`config.mk`:
```
export PLATFORM = sky130hd
export DESIGN_NAME = front_to_back_alpha_compositor_flat
export DESIGN_NICKNAME = d
export VERILOG_FILES = /design/src/hw/rtl/ftba_pkg.sv /design/src/hw/rtl/ftba_ifs.sv /design/src/hw/rtl/ftba_dp.sv /design/src/hw/rtl/ftba_ctrl.sv /design/src/hw/rtl/front_to_back_alpha_compositor.sv /design/src/flat_wrapper.sv
export SDC_FILE = /design/constraint.sdc
export NUM_CORES = 2
export LEC_CHECK = 0
export BUFFER_PORTS_ARGS = -buffer_cell sky130_fd_sc_hd__buf_2
export CAP_MARGIN = 15
export CORE_MARGIN = 2
export CORE_UTILIZATION = 34
export DETAILED_ROUTE_END_ITERATION = 10
export PLACE_DENSITY = 0.56
export SYNTH_ARGS = -nofsm -noshare
export SYNTH_HDL_FRONTEND = slang
export SYNTH_SLANG_ARGS = --single-unit
```
`constraint.sdc`:
```
create_clock -name clock -period 7.15 [get_ports clock]
set_clock_uncertainty 0.1 [all_clocks]
set_input_delay 1.43 -clock clock [delete_from_list [all_inputs] [get_ports clock]]
set_output_delay 1.43 -clock clock [all_outputs]
set_load 0.01 [all_outputs]
```
`src/hw/rtl/ftba_pkg.sv`:
```
package ftba_pkg;

   localparam int FRAC_BITS_DEF = 16;
   localparam int COLOR_W       = 8;
   localparam int THR_W         = 17;
   localparam int CSR_IDX_W     = 2;

   localparam logic [THR_W-1:0]   THR_RESET = 17'd62259;
   localparam logic [COLOR_W-1:0] COLOR_MAX = 8'd255;

   typedef enum logic [CSR_IDX_W-1:0] {
      CSR_THRESHOLD,
      CSR_BG_RED,
      CSR_BG_GREEN,
      CSR_BG_BLUE
   } csr_idx_type;

   typedef struct packed {
      logic [COLOR_W-1:0] red;
      logic [COLOR_W-1:0] green;
      logic [COLOR_W-1:0] blue;
   } color_type;

   typedef struct packed {
      logic load;
      logic mul;
      logic est;
      logic fix;
      logic cmul;
      logic acc;
      logic bgmul;
      logic fin;
   } dp_cmd_type;

   typedef struct packed {
      logic term;
   } dp_stat_type;

endpackage

```
`src/hw/rtl/ftba_ifs.sv`:
```
interface ftba_req_if import ftba_pkg::*; ();
   logic               valid;
   logic               ready;
   logic [COLOR_W-1:0] layer_red;
   logic [COLOR_W-1:0] layer_green;
   logic [COLOR_W-1:0] layer_blue;
   logic [COLOR_W-1:0] layer_alpha;
   logic               last_layer;

   modport source (output valid, layer_red, layer_green, layer_blue, layer_alpha, last_layer,
                   input ready);
   modport sink (input valid, layer_red, layer_green, layer_blue, layer_alpha, last_layer,
                 output ready);
endinterface

interface ftba_rsp_if import ftba_pkg::*; ();
   logic               valid;
   logic               ready;
   logic [COLOR_W-1:0] out_red;
   logic [COLOR_W-1:0] out_green;
   logic [COLOR_W-1:0] out_blue;
   logic [COLOR_W-1:0] out_alpha;

   modport source (output valid, out_red, out_green, out_blue, out_alpha, input ready);
   modport sink (input valid, out_red, out_green, out_blue, out_alpha, output ready);
endinterface

interface ftba_csr_if import ftba_pkg::*; ();
   logic                 valid;
   logic                 ready;
   logic [CSR_IDX_W-1:0] index;
   logic [THR_W-1:0]     data;

   modport source (output valid, index, data, input ready);
   modport sink (input valid, index, data, output ready);
endinterface

```
`src/hw/rtl/ftba_dp.sv`:
```
module ftba_dp import ftba_pkg::*; #(
   parameter int FRAC_BITS = FRAC_BITS_DEF
) (
   input  logic               clock,
   input  logic               reset,
   input  dp_cmd_type         cmd,
   output dp_stat_type        stat,
   input  color_type          layer_color,
   input  logic [COLOR_W-1:0] layer_alpha,
   input  logic [THR_W-1:0]   threshold,
   input  color_type          background,
   output logic [COLOR_W-1:0] out_red,
   output logic [COLOR_W-1:0] out_green,
   output logic [COLOR_W-1:0] out_blue,
   output logic [COLOR_W-1:0] out_alpha
);

   localparam int OP_W  = FRAC_BITS + 1;
   localparam int SUM_W = FRAC_BITS + COLOR_W + 1;
   localparam int X_W   = OP_W + COLOR_W;
   localparam int Y_W   = X_W + 1;
   localparam int NT    = (X_W + COLOR_W - 1) / COLOR_W + 1;
   localparam int CMP_W = (OP_W > THR_W) ? OP_W : THR_W;

   localparam logic [OP_W-1:0] ONE_FIX = {1'b1, {FRAC_BITS{1'b0}}};
   localparam logic [X_W-1:0]  DIV_K   = X_W'(COLOR_MAX);

   color_type          col_ff;
   logic [COLOR_W-1:0] alpha_ff;
   logic [X_W-1:0]     x_ff;
   logic [OP_W-1:0]    q_ff;
   logic [OP_W-1:0]    w_ff;
   logic [SUM_W-1:0]   pr_ff, pg_ff, pb_ff;
   logic [SUM_W-1:0]   tr_ff, tg_ff, tb_ff;
   logic [SUM_W-1:0]   sr_ff, sg_ff, sb_ff;
   logic [OP_W-1:0]    op_ff;
   logic               term_ff;
   logic [COLOR_W-1:0] or_ff, og_ff, ob_ff, oa_ff;

   logic [OP_W-1:0]    trans;
   logic [X_W-1:0]     x_in;
   logic [Y_W-1:0]     y;
   logic [OP_W-1:0]    q_in;
   logic [X_W-1:0]     rem;
   logic [OP_W-1:0]    w_in;
   logic [SUM_W-1:0]   alpha_scaled;
   logic               over_thr;

   function automatic logic [COLOR_W-1:0] sat_color(input logic [SUM_W-1:0] sum,
                                                     input logic [SUM_W-1:0] bg_part);
      logic [SUM_W:0] v;
      logic [SUM_W:0] s;
      v = (SUM_W+1)'(sum) + (SUM_W+1)'(bg_part);
      s = v >> FRAC_BITS;
      return (s > (SUM_W+1)'(COLOR_MAX)) ? COLOR_MAX : s[COLOR_W-1:0];
   endfunction

   assign trans = ONE_FIX - op_ff;
   assign x_in  = X_W'(trans) * X_W'(alpha_ff);

   always_comb begin
      y = '0;
      for (int k = 0; k < NT; k++) begin
         y = y + Y_W'(x_ff >> (COLOR_W * k));
      end
   end

   assign q_in         = y[COLOR_W +: OP_W];
   assign rem          = x_ff - ((X_W'(q_ff) << COLOR_W) - X_W'(q_ff));
   assign w_in         = q_ff + OP_W'(rem >= DIV_K);
   assign over_thr     = CMP_W'(op_ff) > CMP_W'(threshold);
   assign alpha_scaled = (SUM_W'(op_ff) << COLOR_W) - SUM_W'(op_ff);

   always_ff @(posedge clock) begin
      if (cmd.load) begin
         col_ff   <= layer_color;
         alpha_ff <= layer_alpha;
      end
      if (cmd.mul) begin
         x_ff <= x_in;
      end
      if (cmd.est) begin
         q_ff <= q_in;
      end
      if (cmd.fix) begin
         w_ff <= w_in;
      end
      if (cmd.cmul) begin
         pr_ff <= SUM_W'(w_ff) * SUM_W'(col_ff.red);
         pg_ff <= SUM_W'(w_ff) * SUM_W'(col_ff.green);
         pb_ff <= SUM_W'(w_ff) * SUM_W'(col_ff.blue);
      end
      if (cmd.bgmul) begin
         tr_ff <= SUM_W'(trans) * SUM_W'(background.red);
         tg_ff <= SUM_W'(trans) * SUM_W'(background.green);
         tb_ff <= SUM_W'(trans) * SUM_W'(background.blue);
      end
      if (cmd.fin) begin
         or_ff <= sat_color(sr_ff, tr_ff);
         og_ff <= sat_color(sg_ff, tg_ff);
         ob_ff <= sat_color(sb_ff, tb_ff);
         oa_ff <= alpha_scaled[FRAC_BITS +: COLOR_W];
      end
   end

   always_ff @(posedge clock) begin
      if (reset || cmd.fin) begin
         sr_ff   <= '0;
         sg_ff   <= '0;
         sb_ff   <= '0;
         op_ff   <= '0;
         term_ff <= 1'b0;
      end else begin
         if (cmd.cmul) begin
            op_ff <= op_ff + w_ff;
         end
         if (cmd.acc) begin
            sr_ff   <= sr_ff + pr_ff;
            sg_ff   <= sg_ff + pg_ff;
            sb_ff   <= sb_ff + pb_ff;
            term_ff <= term_ff | over_thr;
         end
      end
   end

   assign stat.term = term_ff;
   assign out_red   = or_ff;
   assign out_green = og_ff;
   assign out_blue  = ob_ff;
   assign out_alpha = oa_ff;

endmodule

```
`src/hw/rtl/ftba_ctrl.sv`:
```
module ftba_ctrl import ftba_pkg::*; (
   input  logic        clock,
   input  logic        reset,
   input  logic        req_valid,
   output logic        req_ready,
   input  logic        req_last,
   output logic        rsp_valid,
   input  logic        rsp_ready,
   input  dp_stat_type stat,
   output dp_cmd_type  cmd
);

   typedef enum logic [2:0] {
      ST_IDLE,
      ST_MUL,
      ST_EST,
      ST_FIX,
      ST_CMUL,
      ST_ACC,
      ST_BGMUL,
      ST_OUT
   } state_type;

   state_type state_ff, state_in;
   logic      last_ff, last_in;
   logic      rsp_valid_ff, rsp_valid_in;
   logic      out_free;

   assign out_free  = !rsp_valid_ff || rsp_ready;
   assign req_ready = (state_ff == ST_IDLE);
   assign rsp_valid = rsp_valid_ff;

   always_comb begin
      state_in     = state_ff;
      last_in      = last_ff;
      cmd          = '0;
      rsp_valid_in = rsp_valid_ff && !rsp_ready;
      case (state_ff)
         ST_IDLE: begin
            if (req_valid) begin
               cmd.load = 1'b1;
               last_in  = req_last;
               if (!stat.term) begin
                  state_in = ST_MUL;
               end else if (req_last) begin
                  state_in = ST_BGMUL;
               end
            end
         end
         ST_MUL: begin
            cmd.mul  = 1'b1;
            state_in = ST_EST;
         end
         ST_EST: begin
            cmd.est  = 1'b1;
            state_in = ST_FIX;
         end
         ST_FIX: begin
            cmd.fix  = 1'b1;
            state_in = ST_CMUL;
         end
         ST_CMUL: begin
            cmd.cmul = 1'b1;
            state_in = ST_ACC;
         end
         ST_ACC: begin
            cmd.acc  = 1'b1;
            state_in = last_ff ? ST_BGMUL : ST_IDLE;
         end
         ST_BGMUL: begin
            cmd.bgmul = 1'b1;
            state_in  = ST_OUT;
         end
         ST_OUT: begin
            if (out_free) begin
               cmd.fin      = 1'b1;
               rsp_valid_in = 1'b1;
               state_in     = ST_IDLE;
            end
         end
         default: begin
            state_in = ST_IDLE;
         end
      endcase
   end

   always_ff @(posedge clock) begin
      if (reset) begin
         state_ff     <= ST_IDLE;
         last_ff      <= 1'b0;
         rsp_valid_ff <= 1'b0;
      end else begin
         state_ff     <= state_in;
         last_ff      <= last_in;
         rsp_valid_ff <= rsp_valid_in;
      end
   end

endmodule

```
`src/hw/rtl/front_to_back_alpha_compositor.sv`:
```
// Channel   Dir  Handshake          Payload
// req_bus   in   valid / ready      layer_red, layer_green, layer_blue, layer_alpha, last_layer
// rsp_bus   out  valid / ready      out_red, out_green, out_blue, out_alpha
// csr_bus   in   valid / ready      index, data (threshold 17 bits, background bytes)
//
// A layer goes through accept, opacity multiply, two reciprocal divide steps by 255, color
// multiply, accumulate; the rearmost layer adds background multiply and output load. After
// early termination a layer is only accepted, and the rearmost then gets those two steps.
// Reset clears the sums, the termination flag and the handshakes; the threshold and
// background registers take their reset values. csr_bus is always ready. One output
// register holds a result while the next pixel proceeds; only its output load waits for it.
module front_to_back_alpha_compositor import ftba_pkg::*; #(
   parameter int FRAC_BITS = FRAC_BITS_DEF
) (
   input logic        clock,
   input logic        reset,
   ftba_req_if.sink   req_bus,
   ftba_rsp_if.source rsp_bus,
   ftba_csr_if.sink   csr_bus
);

   logic [THR_W-1:0] thr_ff;
   color_type        bg_ff;
   dp_cmd_type       cmd;
   dp_stat_type      stat;
   color_type        layer_color;

   assign csr_bus.ready = 1'b1;

   always_ff @(posedge clock) begin
      if (reset) begin
         thr_ff <= THR_RESET;
         bg_ff  <= '0;
      end else if (csr_bus.valid) begin
         case (csr_idx_type'(csr_bus.index))
            CSR_THRESHOLD: thr_ff       <= csr_bus.data;
            CSR_BG_RED:    bg_ff.red    <= csr_bus.data[COLOR_W-1:0];
            CSR_BG_GREEN:  bg_ff.green  <= csr_bus.data[COLOR_W-1:0];
            CSR_BG_BLUE:   bg_ff.blue   <= csr_bus.data[COLOR_W-1:0];
            default: begin
            end
         endcase
      end
   end

   assign layer_color.red   = req_bus.layer_red;
   assign layer_color.green = req_bus.layer_green;
   assign layer_color.blue  = req_bus.layer_blue;

   ftba_ctrl u_ctrl (
      .clock     (clock),
      .reset     (reset),
      .req_valid (req_bus.valid),
      .req_ready (req_bus.ready),
      .req_last  (req_bus.last_layer),
      .rsp_valid (rsp_bus.valid),
      .rsp_ready (rsp_bus.ready),
      .stat      (stat),
      .cmd       (cmd)
   );

   ftba_dp #(
      .FRAC_BITS (FRAC_BITS)
   ) u_dp (
      .clock       (clock),
      .reset       (reset),
      .cmd         (cmd),
      .stat        (stat),
      .layer_color (layer_color),
      .layer_alpha (req_bus.layer_alpha),
      .threshold   (thr_ff),
      .background  (bg_ff),
      .out_red     (rsp_bus.out_red),
      .out_green   (rsp_bus.out_green),
      .out_blue    (rsp_bus.out_blue),
      .out_alpha   (rsp_bus.out_alpha)
   );

   a_cmd_onehot: assert property (@(posedge clock) disable iff (reset)
      $onehot0(cmd))
      else $error("datapath commands overlap");

   a_term_skip: assert property (@(posedge clock) disable iff (reset)
      (req_bus.valid && req_bus.ready && stat.term && !req_bus.last_layer) |=> req_bus.ready)
      else $error("terminated layer started datapath work");

   a_rsp_after_fin: assert property (@(posedge clock) disable iff (reset)
      $rose(rsp_bus.valid) |-> $past(cmd.fin))
      else $error("result shown without output load");

endmodule
```
`src/flat_wrapper.sv`:
```
// flat-port wrapper written by rule: the top's interface ports become plain ports
module front_to_back_alpha_compositor_flat import ftba_pkg::*;
#(
   parameter int FRAC_BITS = FRAC_BITS_DEF
)
  (clock, reset, req_bus_valid, req_bus_layer_red, req_bus_layer_green, req_bus_layer_blue, req_bus_layer_alpha, req_bus_last_layer, req_bus_ready, rsp_bus_valid, rsp_bus_out_red, rsp_bus_out_green, rsp_bus_out_blue, rsp_bus_out_alpha, rsp_bus_ready, csr_bus_valid, csr_bus_index, csr_bus_data, csr_bus_ready);
  ftba_req_if req_bus_i ();
  ftba_rsp_if rsp_bus_i ();
  ftba_csr_if csr_bus_i ();
  input logic clock;
  input logic reset;
  input wire logic [$bits(req_bus_i.valid)-1:0] req_bus_valid;
  input wire logic [$bits(req_bus_i.layer_red)-1:0] req_bus_layer_red;
  input wire logic [$bits(req_bus_i.layer_green)-1:0] req_bus_layer_green;
  input wire logic [$bits(req_bus_i.layer_blue)-1:0] req_bus_layer_blue;
  input wire logic [$bits(req_bus_i.layer_alpha)-1:0] req_bus_layer_alpha;
  input wire logic [$bits(req_bus_i.last_layer)-1:0] req_bus_last_layer;
  output wire logic [$bits(req_bus_i.ready)-1:0] req_bus_ready;
  output wire logic [$bits(rsp_bus_i.valid)-1:0] rsp_bus_valid;
  output wire logic [$bits(rsp_bus_i.out_red)-1:0] rsp_bus_out_red;
  output wire logic [$bits(rsp_bus_i.out_green)-1:0] rsp_bus_out_green;
  output wire logic [$bits(rsp_bus_i.out_blue)-1:0] rsp_bus_out_blue;
  output wire logic [$bits(rsp_bus_i.out_alpha)-1:0] rsp_bus_out_alpha;
  input wire logic [$bits(rsp_bus_i.ready)-1:0] rsp_bus_ready;
  input wire logic [$bits(csr_bus_i.valid)-1:0] csr_bus_valid;
  input wire logic [$bits(csr_bus_i.index)-1:0] csr_bus_index;
  input wire logic [$bits(csr_bus_i.data)-1:0] csr_bus_data;
  output wire logic [$bits(csr_bus_i.ready)-1:0] csr_bus_ready;
  assign req_bus_i.valid = req_bus_valid;
  assign req_bus_i.layer_red = req_bus_layer_red;
  assign req_bus_i.layer_green = req_bus_layer_green;
  assign req_bus_i.layer_blue = req_bus_layer_blue;
  assign req_bus_i.layer_alpha = req_bus_layer_alpha;
  assign req_bus_i.last_layer = req_bus_last_layer;
  assign req_bus_ready = req_bus_i.ready;
  assign rsp_bus_valid = rsp_bus_i.valid;
  assign rsp_bus_out_red = rsp_bus_i.out_red;
  assign rsp_bus_out_green = rsp_bus_i.out_green;
  assign rsp_bus_out_blue = rsp_bus_i.out_blue;
  assign rsp_bus_out_alpha = rsp_bus_i.out_alpha;
  assign rsp_bus_i.ready = rsp_bus_ready;
  assign csr_bus_i.valid = csr_bus_valid;
  assign csr_bus_i.index = csr_bus_index;
  assign csr_bus_i.data = csr_bus_data;
  assign csr_bus_ready = csr_bus_i.ready;
  front_to_back_alpha_compositor #(.FRAC_BITS(FRAC_BITS)) u_core (.clock(clock), .reset(reset), .req_bus(req_bus_i), .rsp_bus(rsp_bus_i), .csr_bus(csr_bus_i));
endmodule
```
==> flow_summary.json <==
{
  "grt_pass1_vias": 40610,
  "r2r_start": "u_core.u_dp.op_ff[2]",
  "clkSinkCount": 412,
  "grt_antenna_before_repair": 7,
  "report.final.hold_viol_count": 0,
  "worst_pin_slew_ns": 1.152,
  "yosysSeqAreaShare_pct": 21.02,
  "clock_tree.root_cell": "sky130_fd_sc_hd__clkbuf_16",
  "crit_path_start": "u_core.u_dp.op_ff[2]",
  "critical_path_required_ns": 7.45,
  "core_um2": 152300,
  "route.detailed.wl_per_inst_um": 18.91,
  "netlist.top_cell.by_area": "sky130_fd_sc_hd__fa_1",
  "drt-total-wl_um": 145500,
  "growth_of_design_area_from_synthesis_to_finish_pct": 9.913,
  "global_route.overflow_total": 0,
  "syn_inst": 5577,
  "path_max_fanout": 19,
  "top_level_ports": 92,
  "power_leakage_nw": 26.93,
  "worstRegToRegCells": 23,
  "reg2reg_to": "u_core.u_dp.tg_ff[22]",
  "irDropWorstVdd_mv": 0.7537,
  "status": "completed",
  "gp_congestion": 0.8716,
  "final_min_period_over_clock_period_pct": 93.38,
  "power.density_nw_per_um2": 516.8,
  "synth.cells.most_frequent": "sky130_fd_sc_hd__inv_1 (770), sky130_fd_sc_hd__fa_1 (652), sky130_fd_sc_hd__and2_1 (601), sky130_fd_sc_hd__nand2_1 (599), sky130_fd_sc_hd__ha_1 (567)",
  "synth.area.top_cells": "sky130_fd_sc_hd__fa_1 (25%), sky130_fd_sc_hd__edfxtp_1 (16%), sky130_fd_sc_hd__ha_1 (14%)",
  "fp.dieH_um": 396.0,
  "post-route-min-period_ns": 6.676,
  "syn_area_per_cell_um2": 9.367,
  "yosys.cell_types.count": 89,
  "final_instance_area_um2": 57420,
  "timing.critical_path.to_type": "flop",
  "synth-async-reset-ratio_pct": 0,
  "setup_repair_after_global_routing_missed_its_margin": "no",
  "fraction_of_layout_instances_using_a_drive_strength_above_1_pct": 6.218,
  "detailed_place.area_um2": 55310,
  "antennaDiodeCount": 0,
  "timing.max_slew.rel_slack_pct": 23.18,
  "timing.reg2reg.setup_slack_ns": 0.47,
  "num_vias": 38570,
  "synthesis.area_um2": 52240,
  "worstSetupStartpointType": "flop",
  "ctsHtreeMaxLevel": 2,
  "detailedRoute.firstIterationViolations": 2025,
  "number_of_remaining_drc_errors": 0,
  "setup.worst_path.end": "u_core.u_dp.tg_ff[22]",
  "synth_edf_count": 273,
  "final_nets": 6889,
  "drv.max_cap_violation_count": 0,
  "min_hold_slack_ns": 0.3566,
  "fmax_mhz": 149.8,
  "syn-num-nets": 6853,
  "max-clock-path-buffers": 3,
  "worst_hold_path_type": "reg2reg",
  "route.antenna.remaining_nets": 0,
  "timing.setup.critical_path_class": "reg2reg",
  "viasPerCell": 5.015,
  "die-area_um2": 156800,
  "synth.ff_latch_count": 412,
  "io_buffers": 90,
  "design_power_total_mw": 29.68,
  "number_of_buffers_created_by_cts": 56,
  "tritoncts": "built",
  "timing.final.max_slew_violations": 0,
  "setup_violating_endpoint_count_in_the_final_report": 0,
  "initial_utilization_pct": 34.31,
  "grt_pass1_wl_um": 232200,
  "yosys.cell_count.top_type": "sky130_fd_sc_hd__inv_1",
  "maximum_number_of_pins_on_one_net_before_global_route_repair": 69,
  "hpwl_um": 114100,
  "netlist.area_leader.share_pct": 24.99,
  "ys_warn_count": 0,
  "row_count": 143,
  "globalRouteTotalUtil_pct": 18.84,
  "path_clk_slew_ns": 0.07,
  "synth_top_flop_cell": "sky130_fd_sc_hd__edfxtp_1",
  "timing.setup.tns_ns": 0,
  "clock_insertion_delay_worst_skew_ns": 0.66,
  "cp.arrival_ns": 6.98,
  "die_width_um": 396.0,
  "detail_route.first_pass.iterations": 5
}
-- stage by stage --
stage	instances	utilization (%)	worst slack (ns)
2_1_floorplan	5577	-	0.6689
3_3_place_gp	7583	36.33	0.1632
3_5_place_dp	7583	36.33	0.1194
4_1_cts	7689	37.67	0.08503
5_1_grt	7691	37.71	0.01895
6_report	7691	37.71	0.4736
-- critical path, cell delays in order, from the launching register on --
cell and delay, ns:
sky130_fd_sc_hd__dfxtp_1 0.30, sky130_fd_sc_hd__or4_1 0.62, sky130_fd_sc_hd__nor3_4 0.23, sky130_fd_sc_hd__nand2_1 0.12
sky130_fd_sc_hd__nor2_2 0.24, sky130_fd_sc_hd__nand2_1 0.14, sky130_fd_sc_hd__xnor2_2 0.27, sky130_fd_sc_hd__buf_4 0.31
sky130_fd_sc_hd__nand2_1 0.10, sky130_fd_sc_hd__fa_1 0.52, sky130_fd_sc_hd__inv_1 0.06, sky130_fd_sc_hd__fa_1 0.50
sky130_fd_sc_hd__fa_1 0.50, sky130_fd_sc_hd__inv_1 0.05, sky130_fd_sc_hd__fa_1 0.48, sky130_fd_sc_hd__inv_1 0.05
sky130_fd_sc_hd__ha_1 0.21, sky130_fd_sc_hd__or3_1 0.38, sky130_fd_sc_hd__a211oi_2 0.15, sky130_fd_sc_hd__nor3_1 0.10
sky130_fd_sc_hd__a41o_1 0.28, sky130_fd_sc_hd__or4_1 0.43, sky130_fd_sc_hd__a31oi_1 0.21, sky130_fd_sc_hd__xnor2_1 0.08
-- power by group --
part	switching, mW	leakage [nW]	internal [mW]
Combinational	13.0	22.3	9.06
Clock	1.26	0.994	1.81
Sequential	0.637	3.64	3.96
Total	14.9	26.9	14.8
-- cell usage in the layout (no fill, tap or decap), types with 10 or more instances in the layout --
cell / instances
sky130_fd_sc_hd__a211o_1: 17
sky130_fd_sc_hd__a211oi_1: 34
sky130_fd_sc_hd__a21o_1: 94
sky130_fd_sc_hd__a21oi_1: 261
sky130_fd_sc_hd__a31oi_1: 26
sky130_fd_sc_hd__and2_1: 599
sky130_fd_sc_hd__and3_1: 24
sky130_fd_sc_hd__buf_2: 90
sky130_fd_sc_hd__buf_4: 83
sky130_fd_sc_hd__clkbuf_16: 61
sky130_fd_sc_hd__dfxtp_1: 139
sky130_fd_sc_hd__edfxtp_1: 273
sky130_fd_sc_hd__fa_1: 652
sky130_fd_sc_hd__ha_1: 567
sky130_fd_sc_hd__inv_1: 770
sky130_fd_sc_hd__mux2i_1: 32
sky130_fd_sc_hd__nand2_1: 598
sky130_fd_sc_hd__nand2b_1: 48
sky130_fd_sc_hd__nand3_1: 88
sky130_fd_sc_hd__nand4_1: 19
sky130_fd_sc_hd__nor2_1: 236
sky130_fd_sc_hd__nor2b_1: 82
sky130_fd_sc_hd__nor3_1: 82
sky130_fd_sc_hd__nor4_1: 11
sky130_fd_sc_hd__o2111ai_1: 14
sky130_fd_sc_hd__o211ai_1: 17
sky130_fd_sc_hd__o21a_1: 48
sky130_fd_sc_hd__o21ai_0: 124
sky130_fd_sc_hd__o21ai_1: 10
sky130_fd_sc_hd__o21bai_1: 22
sky130_fd_sc_hd__or2_2: 13
sky130_fd_sc_hd__or3_1: 44
sky130_fd_sc_hd__or4_1: 10
sky130_fd_sc_hd__xnor2_1: 188
sky130_fd_sc_hd__xnor2_2: 10
sky130_fd_sc_hd__xor2_1: 71
-- area by class of cell --
cell class	instances	area, um^2
Clock buffer	71	1614
Clock inverter	35	424.2
Fill cell	15230	94840
Inverter	771	2895
Multi-Input combinational cell	4194	37790
Sequential cell	412	10980
Tap cell	2030	2540
Timing Repair Buffer	178	1174
-- repair_timing --
item / 4_1_cts / 5_1_grt
endpoints found under the setup margin: 0 / 10
hold buffers: 0 / 0
buffers inserted: 0 / 2
resized for setup: 0 / 6
-- registers in the layout (all words and copies together), names as in the netlist, 24 cells and up --
name	flops
u_core.u_dp.sr_ff	25
u_core.u_dp.tr_ff	25
u_core.u_dp.pg_ff	25
u_core.u_dp.x_ff	25
u_core.u_dp.pb_ff	25
u_core.u_dp.sg_ff	25
u_core.u_dp.pr_ff	25
u_core.u_dp.sb_ff	25
u_core.bg_ff	24
u_core.u_dp.tg_ff	25
u_core.u_dp.col_ff	24
u_core.u_dp.tb_ff	25
-- cells by family after synthesis --
logic type	synth area share [%]
simple gates	18.44
fa+ha+maj	38.56
buf+inv	6.989
compound gates	9.748
flops	21.02
xor+xnor	4.594
mux	0.6347
other cells	0.007178
-- worst min path at each step --
stage                     slack [ns]                 to  depth (start not counted)         startpoint
final                           0.36   u_core.thr_ff[7]                          2   u_core.thr_ff[7]
after global routing            0.38   u_core.thr_ff[7]                          2   u_core.thr_ff[7]
after CTS                       0.36   u_core.thr_ff[7]                          2   u_core.thr_ff[7]
after detailed placement        0.35   u_core.thr_ff[7]                          2   u_core.thr_ff[7]
after global placement          0.35   u_core.thr_ff[7]                          2   u_core.thr_ff[7]
after floorplan                 0.34  u_core.thr_ff[10]                          2  u_core.thr_ff[10]
-- per-layer routing --
| metal | global-route usage [%] | wire [um] |
|---|---|---|
| met1 | 24.64 | 63790 |
| met5 | 0 | 23 |
| met2 | 32.68 | 70840 |
| met4 | 5.371 | 4332 |
| met3 | 2.203 | 6493 |
(Power assumes the default switching activity.)
